`src/rtl/pid_pkg.sv`:
```
// Shared types, constants and saturation helper for the PID controller step block.
package pid_pkg;

  // Configuration register indexes.
  localparam int unsigned CFG_IDX_W = 3;
  localparam logic [CFG_IDX_W-1:0] REG_GAIN_P      = 3'd0;
  localparam logic [CFG_IDX_W-1:0] REG_GAIN_I      = 3'd1;
  localparam logic [CFG_IDX_W-1:0] REG_GAIN_D      = 3'd2;
  localparam logic [CFG_IDX_W-1:0] REG_DRIVE_LIM   = 3'd3;
  localparam logic [CFG_IDX_W-1:0] REG_ACC_LIM     = 3'd4;
  localparam logic [CFG_IDX_W-1:0] REG_DEAD_BAND   = 3'd5;
  localparam logic [CFG_IDX_W-1:0] REG_PERIOD      = 3'd6;

  // Reset value of the sample period: 1.0 in Q16.16.
  localparam logic [30:0] PERIOD_RESET = 31'd65536;

  // Quotient bits produced one per cycle by the divider.
  localparam int unsigned DIV_STEPS = 31;

  localparam logic signed [31:0] S32_MAX = 32'sh7FFF_FFFF;
  localparam logic signed [31:0] S32_MIN = 32'sh8000_0000;

  // Status of the rate divider as seen by the sequencer.
  typedef struct packed {
    logic               done;
    logic signed [31:0] quot;
  } div_stat_t;

  // Saturate a wide signed value to signed 32 bits.
  function automatic logic signed [31:0] sat32(input logic signed [48:0] v);
    logic signed [31:0] res;
    if (v > 49'sd2147483647) begin
      res = S32_MAX;
    end else if (v < -49'sd2147483648) begin
      res = S32_MIN;
    end else begin
      res = v[31:0];
    end
    return res;
  endfunction

endpackage

```
`src/rtl/pid_mul.sv`:
```
// Shared registered 32x32 signed multiplier returning the product floored by 2^16.
module pid_mul
  import pid_pkg::*;
(
  input  logic               clk,
  input  logic signed [31:0] op_a,
  input  logic signed [31:0] op_b,
  output logic signed [47:0] prod_q   // floor(op_a * op_b / 65536), registered
);

  logic signed [63:0] prod_r;

  // Exact product; the arithmetic drop of 16 bits rounds toward minus infinity.
  always_ff @(posedge clk) begin
    prod_r <= op_a * op_b;
  end

  assign prod_q = prod_r[63:16];

endmodule

```
`src/rtl/pid_div.sv`:
```
// Iterative restoring divider for the measurement rate: (diff * 65536) / period.
module pid_div
  import pid_pkg::*;
(
  input  logic               clk,
  input  logic               rst_n,
  input  logic               start,
  input  logic signed [32:0] diff,     // measurement change, 33-bit signed
  input  logic [30:0]        period,   // divisor, zero treated as one
  output div_stat_t          stat
);

  typedef enum logic [1:0] {D_IDLE, D_PREP, D_RUN, D_FIN} dstate_t;

  dstate_t     dstate_r;
  logic        done_r;
  logic        neg_r;
  logic        ovf_r;
  logic [32:0] mag_r;
  logic [30:0] dsr_r;
  logic [30:0] rem_r;
  logic [30:0] low_r;
  logic [30:0] quo_r;
  logic [4:0]  cnt_r;
  logic signed [31:0] quot_r;

  logic [17:0] hi;
  logic [31:0] trial;
  logic [31:0] trial_sub;
  logic        take;

  // Upper dividend bits above the quotient range, and one restoring step.
  assign hi        = mag_r[32:15];
  assign trial     = {rem_r, low_r[30]};
  assign trial_sub = trial - {1'b0, dsr_r};
  assign take      = trial >= {1'b0, dsr_r};

  // Sequencer of the divider and its registered result.
  always_ff @(posedge clk) begin
    if (!rst_n) begin
      dstate_r <= D_IDLE;
      done_r   <= 1'b0;
    end else begin
      case (dstate_r)
        D_IDLE: begin
          if (start) begin
            done_r   <= 1'b0;
            neg_r    <= diff[32];
            mag_r    <= diff[32] ? 33'(-diff) : 33'(diff);
            dsr_r    <= (period == '0) ? 31'd1 : period;
            dstate_r <= D_PREP;
          end
        end
        D_PREP: begin
          // A quotient of 2^31 or more saturates without iterating.
          ovf_r    <= {13'd0, hi} >= dsr_r;
          rem_r    <= {13'd0, hi};
          low_r    <= {mag_r[14:0], 16'd0};
          quo_r    <= '0;
          cnt_r    <= '0;
          dstate_r <= ({13'd0, hi} >= dsr_r) ? D_FIN : D_RUN;
        end
        D_RUN: begin
          rem_r <= take ? trial_sub[30:0] : trial[30:0];
          low_r <= {low_r[29:0], 1'b0};
          quo_r <= {quo_r[29:0], take};
          cnt_r <= cnt_r + 5'd1;
          if (cnt_r == 5'(DIV_STEPS - 1)) begin
            dstate_r <= D_FIN;
          end
        end
        D_FIN: begin
          if (ovf_r) begin
            quot_r <= neg_r ? S32_MIN : S32_MAX;
          end else begin
            quot_r <= neg_r ? -$signed({1'b0, quo_r}) : $signed({1'b0, quo_r});
          end
          done_r   <= 1'b1;
          dstate_r <= D_IDLE;
        end
        default: dstate_r <= D_IDLE;
      endcase
    end
  end

  assign stat.done = done_r;
  assign stat.quot = quot_r;

endmodule

```
`src/rtl/pid_controller_step_top.sv`:
```
// Top level of the PID controller step: configuration, sequencer and output register.
//
// One beat on the input stream (setpoint and measurement, signed Q16.16) yields one
// beat on the output stream carrying the clamped drive value and a clamp flag. The
// block handles one item at a time. The time per item is set by the rate divider: a
// set-up step, 31 quotient bits one per cycle and a finishing step, while the single
// shared multiplier forms the proportional, integral-increment and integral products
// in the shadow of the division. When the rate saturates the quotient steps are
// skipped. A finished result waits in the output register, so the next beat can be
// accepted before it is taken; a result that is still waiting when the next one is
// ready holds the sequencer in its last state. Registers are to be written through
// the configuration port only while the block is idle; the block itself does not
// enforce this. Index 7 is ignored.
module pid_controller_step_top
  import pid_pkg::*;
(
  input  logic                 clk,
  input  logic                 rst_n,
  // Configuration write channel
  input  logic                 cfg_valid,
  output logic                 cfg_ready,
  input  logic [CFG_IDX_W-1:0] cfg_index,
  input  logic [31:0]          cfg_data,
  // Input stream
  input  logic                 in_tvalid,
  output logic                 in_tready,
  input  logic [63:0]          in_tdata,   // [31:0] target_value, [63:32] measured_value
  // Result stream
  output logic                 out_tvalid,
  input  logic                 out_tready,
  output logic [31:0]          out_tdata,  // [31:0] drive_value
  output logic [0:0]           out_tuser   // [0] drive_clamped
);

  typedef enum logic [3:0] {
    S_IDLE, S_ERR, S_DB, S_MP, S_MI, S_INC, S_ACC, S_LIM,
    S_MII, S_IT, S_WDIV, S_DT, S_ADD, S_OUT
  } state_t;

  // Configuration registers.
  logic signed [31:0] gain_p_r;
  logic signed [31:0] gain_i_r;
  logic signed [31:0] gain_d_r;
  logic [30:0]        drive_lim_r;
  logic [30:0]        acc_lim_r;
  logic [30:0]        dead_band_r;
  logic [30:0]        period_r;

  // Controller state and working registers.
  state_t             state_r;
  logic signed [31:0] acc_r;
  logic signed [31:0] last_r;
  logic signed [31:0] target_r;
  logic signed [31:0] meas_r;
  logic signed [31:0] error_r;
  logic signed [32:0] diff_r;
  logic signed [31:0] tmp_r;
  logic signed [33:0] sum_r;
  logic               out_valid_r;
  logic [31:0]        drive_r;
  logic               clamped_r;

  logic signed [31:0] mul_a;
  logic signed [31:0] mul_b;
  logic signed [47:0] prod_q;
  logic signed [31:0] prod_sat;
  logic signed [31:0] prod_neg_sat;
  logic               div_start;
  div_stat_t          div_stat;
  logic [32:0]        err_mag;
  logic signed [31:0] acc_lim_s;
  logic signed [33:0] drive_lim_s;
  logic               out_free;
  logic               out_load;

  assign cfg_ready = 1'b1;
  assign in_tready = (state_r == S_IDLE);

  // Register writes; an index past the list is dropped.
  always_ff @(posedge clk) begin
    if (!rst_n) begin
      gain_p_r    <= '0;
      gain_i_r    <= '0;
      gain_d_r    <= '0;
      drive_lim_r <= '0;
      acc_lim_r   <= '0;
      dead_band_r <= '0;
      period_r    <= PERIOD_RESET;
    end else if (cfg_valid && cfg_ready) begin
      case (cfg_index)
        REG_GAIN_P:    gain_p_r    <= cfg_data;
        REG_GAIN_I:    gain_i_r    <= cfg_data;
        REG_GAIN_D:    gain_d_r    <= cfg_data;
        REG_DRIVE_LIM: drive_lim_r <= cfg_data[30:0];
        REG_ACC_LIM:   acc_lim_r   <= cfg_data[30:0];
        REG_DEAD_BAND: dead_band_r <= cfg_data[30:0];
        REG_PERIOD:    period_r    <= cfg_data[30:0];
        default: ;
      endcase
    end
  end

  // Operand selection for the shared multiplier.
  always_comb begin
    mul_a = '0;
    mul_b = '0;
    case (state_r)
      S_MP: begin
        mul_a = gain_p_r;
        mul_b = error_r;
      end
      S_MI: begin
        mul_a = error_r;
        mul_b = $signed({1'b0, period_r});
      end
      S_MII: begin
        mul_a = gain_i_r;
        mul_b = acc_r;
      end
      S_WDIV: begin
        mul_a = gain_d_r;
        mul_b = div_stat.quot;
      end
      default: ;
    endcase
  end

  pid_mul u_mul (
    .clk    (clk),
    .op_a   (mul_a),
    .op_b   (mul_b),
    .prod_q (prod_q)
  );

  assign div_start = (state_r == S_DB);

  pid_div u_div (
    .clk    (clk),
    .rst_n  (rst_n),
    .start  (div_start),
    .diff   (diff_r),
    .period (period_r),
    .stat   (div_stat)
  );

  // Saturated product, plain and negated, and the limits in signed form.
  assign prod_sat     = sat32(49'(prod_q));
  assign prod_neg_sat = sat32(-49'(prod_q));
  assign err_mag      = error_r[31] ? 33'(-33'(error_r)) : 33'(33'(error_r));
  assign acc_lim_s    = $signed({1'b0, acc_lim_r});
  assign drive_lim_s  = $signed({3'b000, drive_lim_r});
  assign out_free     = !out_valid_r || out_tready;
  assign out_load     = (state_r == S_OUT) && out_free;

  // Sequencer, datapath registers and the output register.
  always_ff @(posedge clk) begin
    if (!rst_n) begin
      state_r     <= S_IDLE;
      acc_r       <= '0;
      last_r      <= '0;
      out_valid_r <= 1'b0;
    end else begin
      if (out_tready && !out_load) begin
        out_valid_r <= 1'b0;
      end
      case (state_r)
        S_IDLE: begin
          if (in_tvalid) begin
            target_r <= in_tdata[31:0];
            meas_r   <= in_tdata[63:32];
            state_r  <= S_ERR;
          end
        end
        S_ERR: begin
          error_r <= sat32(49'(target_r) - 49'(meas_r));
          diff_r  <= 33'(meas_r) - 33'(last_r);
          last_r  <= meas_r;
          state_r <= S_DB;
        end
        S_DB: begin
          // Dead band: errors strictly smaller in magnitude count as zero.
          if (err_mag < {2'b00, dead_band_r}) begin
            error_r <= '0;
          end
          state_r <= S_MP;
        end
        S_MP: begin
          state_r <= S_MI;
        end
        S_MI: begin
          sum_r   <= 34'(prod_sat);
          state_r <= S_INC;
        end
        S_INC: begin
          tmp_r   <= prod_sat;
          state_r <= S_ACC;
        end
        S_ACC: begin
          tmp_r   <= sat32(49'(acc_r) + 49'(tmp_r));
          state_r <= S_LIM;
        end
        S_LIM: begin
          // Anti-windup clamp on the integral.
          if (tmp_r > acc_lim_s) begin
            acc_r <= acc_lim_s;
          end else if (tmp_r < -acc_lim_s) begin
            acc_r <= -acc_lim_s;
          end else begin
            acc_r <= tmp_r;
          end
          state_r <= S_MII;
        end
        S_MII: begin
          state_r <= S_IT;
        end
        S_IT: begin
          sum_r   <= sum_r + 34'(prod_sat);
          state_r <= S_WDIV;
        end
        S_WDIV: begin
          if (div_stat.done) begin
            state_r <= S_DT;
          end
        end
        S_DT: begin
          tmp_r   <= prod_neg_sat;
          state_r <= S_ADD;
        end
        S_ADD: begin
          sum_r   <= sum_r + 34'(tmp_r);
          state_r <= S_OUT;
        end
        S_OUT: begin
          // Output clamp; a sum exactly at the limit is not flagged.
          if (out_free) begin
            if (sum_r > drive_lim_s) begin
              drive_r   <= drive_lim_s[31:0];
              clamped_r <= 1'b1;
            end else if (sum_r < -drive_lim_s) begin
              drive_r   <= 32'(-drive_lim_s);
              clamped_r <= 1'b1;
            end else begin
              drive_r   <= sum_r[31:0];
              clamped_r <= 1'b0;
            end
            out_valid_r <= 1'b1;
            state_r     <= S_IDLE;
          end
        end
        default: state_r <= S_IDLE;
      endcase
    end
  end

  assign out_tvalid   = out_valid_r;
  assign out_tdata    = drive_r;
  assign out_tuser[0] = clamped_r;

endmodule

```
`config.mk`:
```
export PLATFORM = sky130hd
export DESIGN_NAME = pid_controller_step_top
export DESIGN_NICKNAME = d
export VERILOG_FILES = /design/src/rtl/pid_pkg.sv /design/src/rtl/pid_mul.sv /design/src/rtl/pid_div.sv /design/src/rtl/pid_controller_step_top.sv
export SDC_FILE = /design/constraint.sdc
export NUM_CORES = 2
export LEC_CHECK = 0
export ABC_CLOCK_PERIOD_IN_PS = 29600
export BUFFER_PORTS_ARGS = -buffer_cell sky130_fd_sc_hd__buf_2
export CORE_MARGIN = 5
export CORE_UTILIZATION = 37
export DETAILED_ROUTE_END_ITERATION = 10
export GPL_TIMING_DRIVEN = 1
export PLACE_DENSITY = 0.6
export SETUP_SLACK_MARGIN = 0.3
export SLEW_MARGIN = 20
export SYNTH_ARGS = -nofsm -noshare
export SYNTH_HDL_FRONTEND = slang
export SYNTH_SLANG_ARGS = --single-unit
```
`constraint.sdc`:
```
create_clock -name clk -period 29.6 [get_ports clk]
set_input_delay 8.88 -clock clk [delete_from_list [all_inputs] [get_ports clk]]
set_output_delay 8.88 -clock clk [all_outputs]
set_load 0.01 [all_outputs]
```
==> results.json <==
{
  "hold_viol": 0,
  "syn_area_per_cell_um2": 8.86,
  "p_sw_mw": 2.02,
  "grt_pass1_wl_mm": 431,
  "dp_hpwl_mm": 225,
  "synth_edf_count": 408,
  "drt_iter0_drc": 6478,
  "grt_max_degree": 84,
  "synth_xor_area_frac": 0.0364,
  "fin_tns_setup_ns": 0,
  "wl_per_cell_um": 23.9,
  "path_max_fanout": 61,
  "worst_pin_slew_ns": 1.25,
  "antenna_found_initial": 17,
  "maxSlewHeadroom": 0.167,
  "area_delta_synth_final_pct": 8.45,
  "synthFlopType": "edfxtp_1",
  "ys_seq_area_frac": 0.234,
  "combPwrFrac": 0.469,
  "async_flop_share": 0,
  "drtAntennaViolNets": 0,
  "yosys.area.top_type": "fa_1",
  "worstSetupEndpointType": "register",
  "clock_path_buffers": 3,
  "chipWidth_um": 479,
  "slowest_stage": "dfxtp_1",
  "first_pass_iters": 11,
  "synth.top_cells.by_area": "fa_1, edfxtp_1, dfxtp_1",
  "gp_congestion": 0.979,
  "swShare": 0.427,
  "ir_worst_vdd_mv": 0.0516,
  "cp_top_family": "adder cells",
  "synth_compound_area_frac": 0.131,
  "cts_made_buffers": 88,
  "synth_fa_ha_area_frac": 0.348,
  "cts_tree": "done",
  "numPortBuffers": 138,
  "status": "finished clean",
  "cts_resized": 0,
  "netlist_instances": 9192,
  "drc_errors": 0,
  "totalWireLength_mm": 289,
  "die-area_mm2": 0.230,
  "grt_use_total": 0.249,
  "postCtsHoldBufs": 0,
  "vias_per_cell": 5.51,
  "post-cts-setup-buffers": 0,
  "setup_viol": 0,
  "final-max-slew-violation-count": 0,
  "max_stage_delay_ns": 0.83,
  "coreArea_mm2": 0.220,
  "p_per_area_mw_per_mm2": 53.5,
  "fin_nets": 10800,
  "report.power.total_mw": 4.73,
  "hold_class": "reg -> reg",
  "clk_pin_slew_ns": 0.06,
  "grt_pass1_vias": 67100,
  "p_int_mw": 2.71,
  "ys_seq_elements": 748,
  "fillCellCount": 21800,
  "rsz0062_at_grt": "no",
  "fin_skew_ns": 0.0853,
  "seq_power_share": 0.289,
  "leakagePower_nw": 39.3,
  "fin_crit_sh": 0.386,
  "fmax_ghz": 0.0874,
  "synth.area.mux_share": 0.00651,
  "crit_type": "reg -> reg",
  "whs_ns": 0.462,
  "utilization": 0.403,
  "start_util": 0.371,
  "p_clk_frac": 0.242,
  "cts_root_buf": "clkbuf_16",
  "path_buf_inv": 8,
  "finalCriticalPeriod_ns": 11.44,
  "yosys.area_share.simple": 0.156,
  "syn_nets": 10900,
  "insertion_delay_ns": 0.77,
  "synth_top_family_by_area": "adder cells",
  "crit_top_cell": "fa_1",
  "arrival_ns": 12.05,
  "maxCapViolations": 0,
  "critPathLaunchType": "register",
  "via_count": 66300,
  "clock-sinks": 748,
  "ys_warn_count": 0,
  "dieHeight_um": 479,
  "cp.required_ns": 30.22,
  "yosysTopAreaCellShare": 0.267,
  "htreeDepth": 3,
  "netlist-cell-type-count": 91,
  "drive_above_1_share": 0.0591,
  "syn-cell-area_mm2": 0.0815,
  "num_rows": 172,
  "gr-total-overflow": 0,
  "ios": 140
}
==> tightest hold or removal path, delay by kind of cell, from the launching register on <==
kind | cells | cell delay [ns]
AOI/OAI and AO/OA | 1 | 0.06
DFF | 1 | 0.31
and+or+nand+nor | 1 | 0.04
==> final cells by class <==
class                      count  area [um^2]  area share
timing repair buffer         282         1790      0.0202
inverter                    1453         5450      0.0617
antenna                       10         25.0    0.000283
sequential                   748        19100       0.216
tap                         2871         3590      0.0407
clock buffer                 108         2380      0.0270
clock inverter                56          677     0.00766
multi-input combinational   6519        55400       0.627
==> power by group through the flow <==
stage                     Combinational [mW]  Sequential (mW)  Clock [mW]
after floorplan                         1.51             1.32           0
after global placement                  2.14             1.39           0
after detailed placement                2.18             1.39           0
after CTS                               2.19             1.37        1.17
after global routing                    2.41             1.37        1.21
final                                   2.22             1.37        1.14
==> layer usage <==
| layer | global-route usage | wire length, um |
|---|---|---|
| met5 | 0 | 74 |
| met2 | 0.393 | 128000 |
| met1 | 0.313 | 114000 |
| met4 | 0.128 | 17900 |
| met3 | 0.0679 | 28100 |
==> cell usage in the layout (no fill, tap or decap), types with 29 or more instances in the layout <==
cell,instances
a211oi_1,50
a21boi_0,258
a21o_1,165
a21oi_1,335
a222oi_1,59
a31oi_1,37
and2_1,108
and3_1,29
buf_2,139
buf_4,140
clkbuf_16,92
dfxtp_1,340
edfxtp_1,408
fa_1,1086
ha_1,526
inv_1,1450
nand2_1,1429
nand2b_1,51
nand3_1,92
nand4_1,73
nor2_1,743
nor2b_1,59
nor3_1,108
nor4_1,54
o21a_1,44
o21ai_0,347
o22ai_1,32
o31ai_1,38
or3_1,44
xnor2_1,241
xor2_1,95
==> path summary, 6_finish.rpt <==
path / start / end / slack [ns] / depth (start not counted)
worst max-delay path: state_r[3] / u_mul.prod_r[59] / 18.16 / 33
worst min-delay path: last_r[18] / last_r[18] / 0.46 / 2
worst max register to register: state_r[3] / u_mul.prod_r[59] / 18.16 / 33
worst min register to register: last_r[18] / last_r[18] / 0.46 / 2
==> synth_stat cells (37+ instances only) <==
library cell / count
fa_1: 1086
nor3_1: 113
a31oi_1: 37
dfxtp_1: 340
edfxtp_1: 408
xor2_1: 95
nor2_1: 751
nand3_1: 93
o21ai_0: 347
a21oi_1: 338
a211oi_1: 51
nand2b_1: 51
a21o_1: 165
a222oi_1: 59
clkbuf_1: 441
nor4_1: 56
a21boi_0: 259
o21a_1: 44
and2_1: 111
o31ai_1: 39
or3_1: 45
nand2_1: 1432
ha_1: 527
nand4_1: 73
inv_1: 1451
xnor2_1: 241
nor2b_1: 59
==> logic make-up after synthesis <==
kind of cell | after synthesis
other | 1
buffers and inverters | 1925
AOI/OAI and AO/OA | 1601
xor gates and xnor gates | 337
muxes | 50
and+or+nand+nor | 2917
adders and majority gates | 1613
DFF | 748
==> metrics by stage <==
step	instances	cell area, um^2	setup WS, ns
6_report	12000	88400	18.16
5_1_grt	12000	88300	17.40
4_1_cts	12000	88300	18.27
3_5_place_dp	11900	85200	18.00
3_3_place_gp	11900	85200	18.09
2_1_floorplan	9192	81500	17.17
==> registers in the layout, summed over array words and instances, names as in the netlist, 33 cells and up <==
| register | cells |
|---|---|
| sum_r | 34 |
| u_mul.prod_r | 48 |
| diff_r | 33 |
| u_div.mag_r | 33 |
No activity file was read; power rests on OpenSTA's default activity.
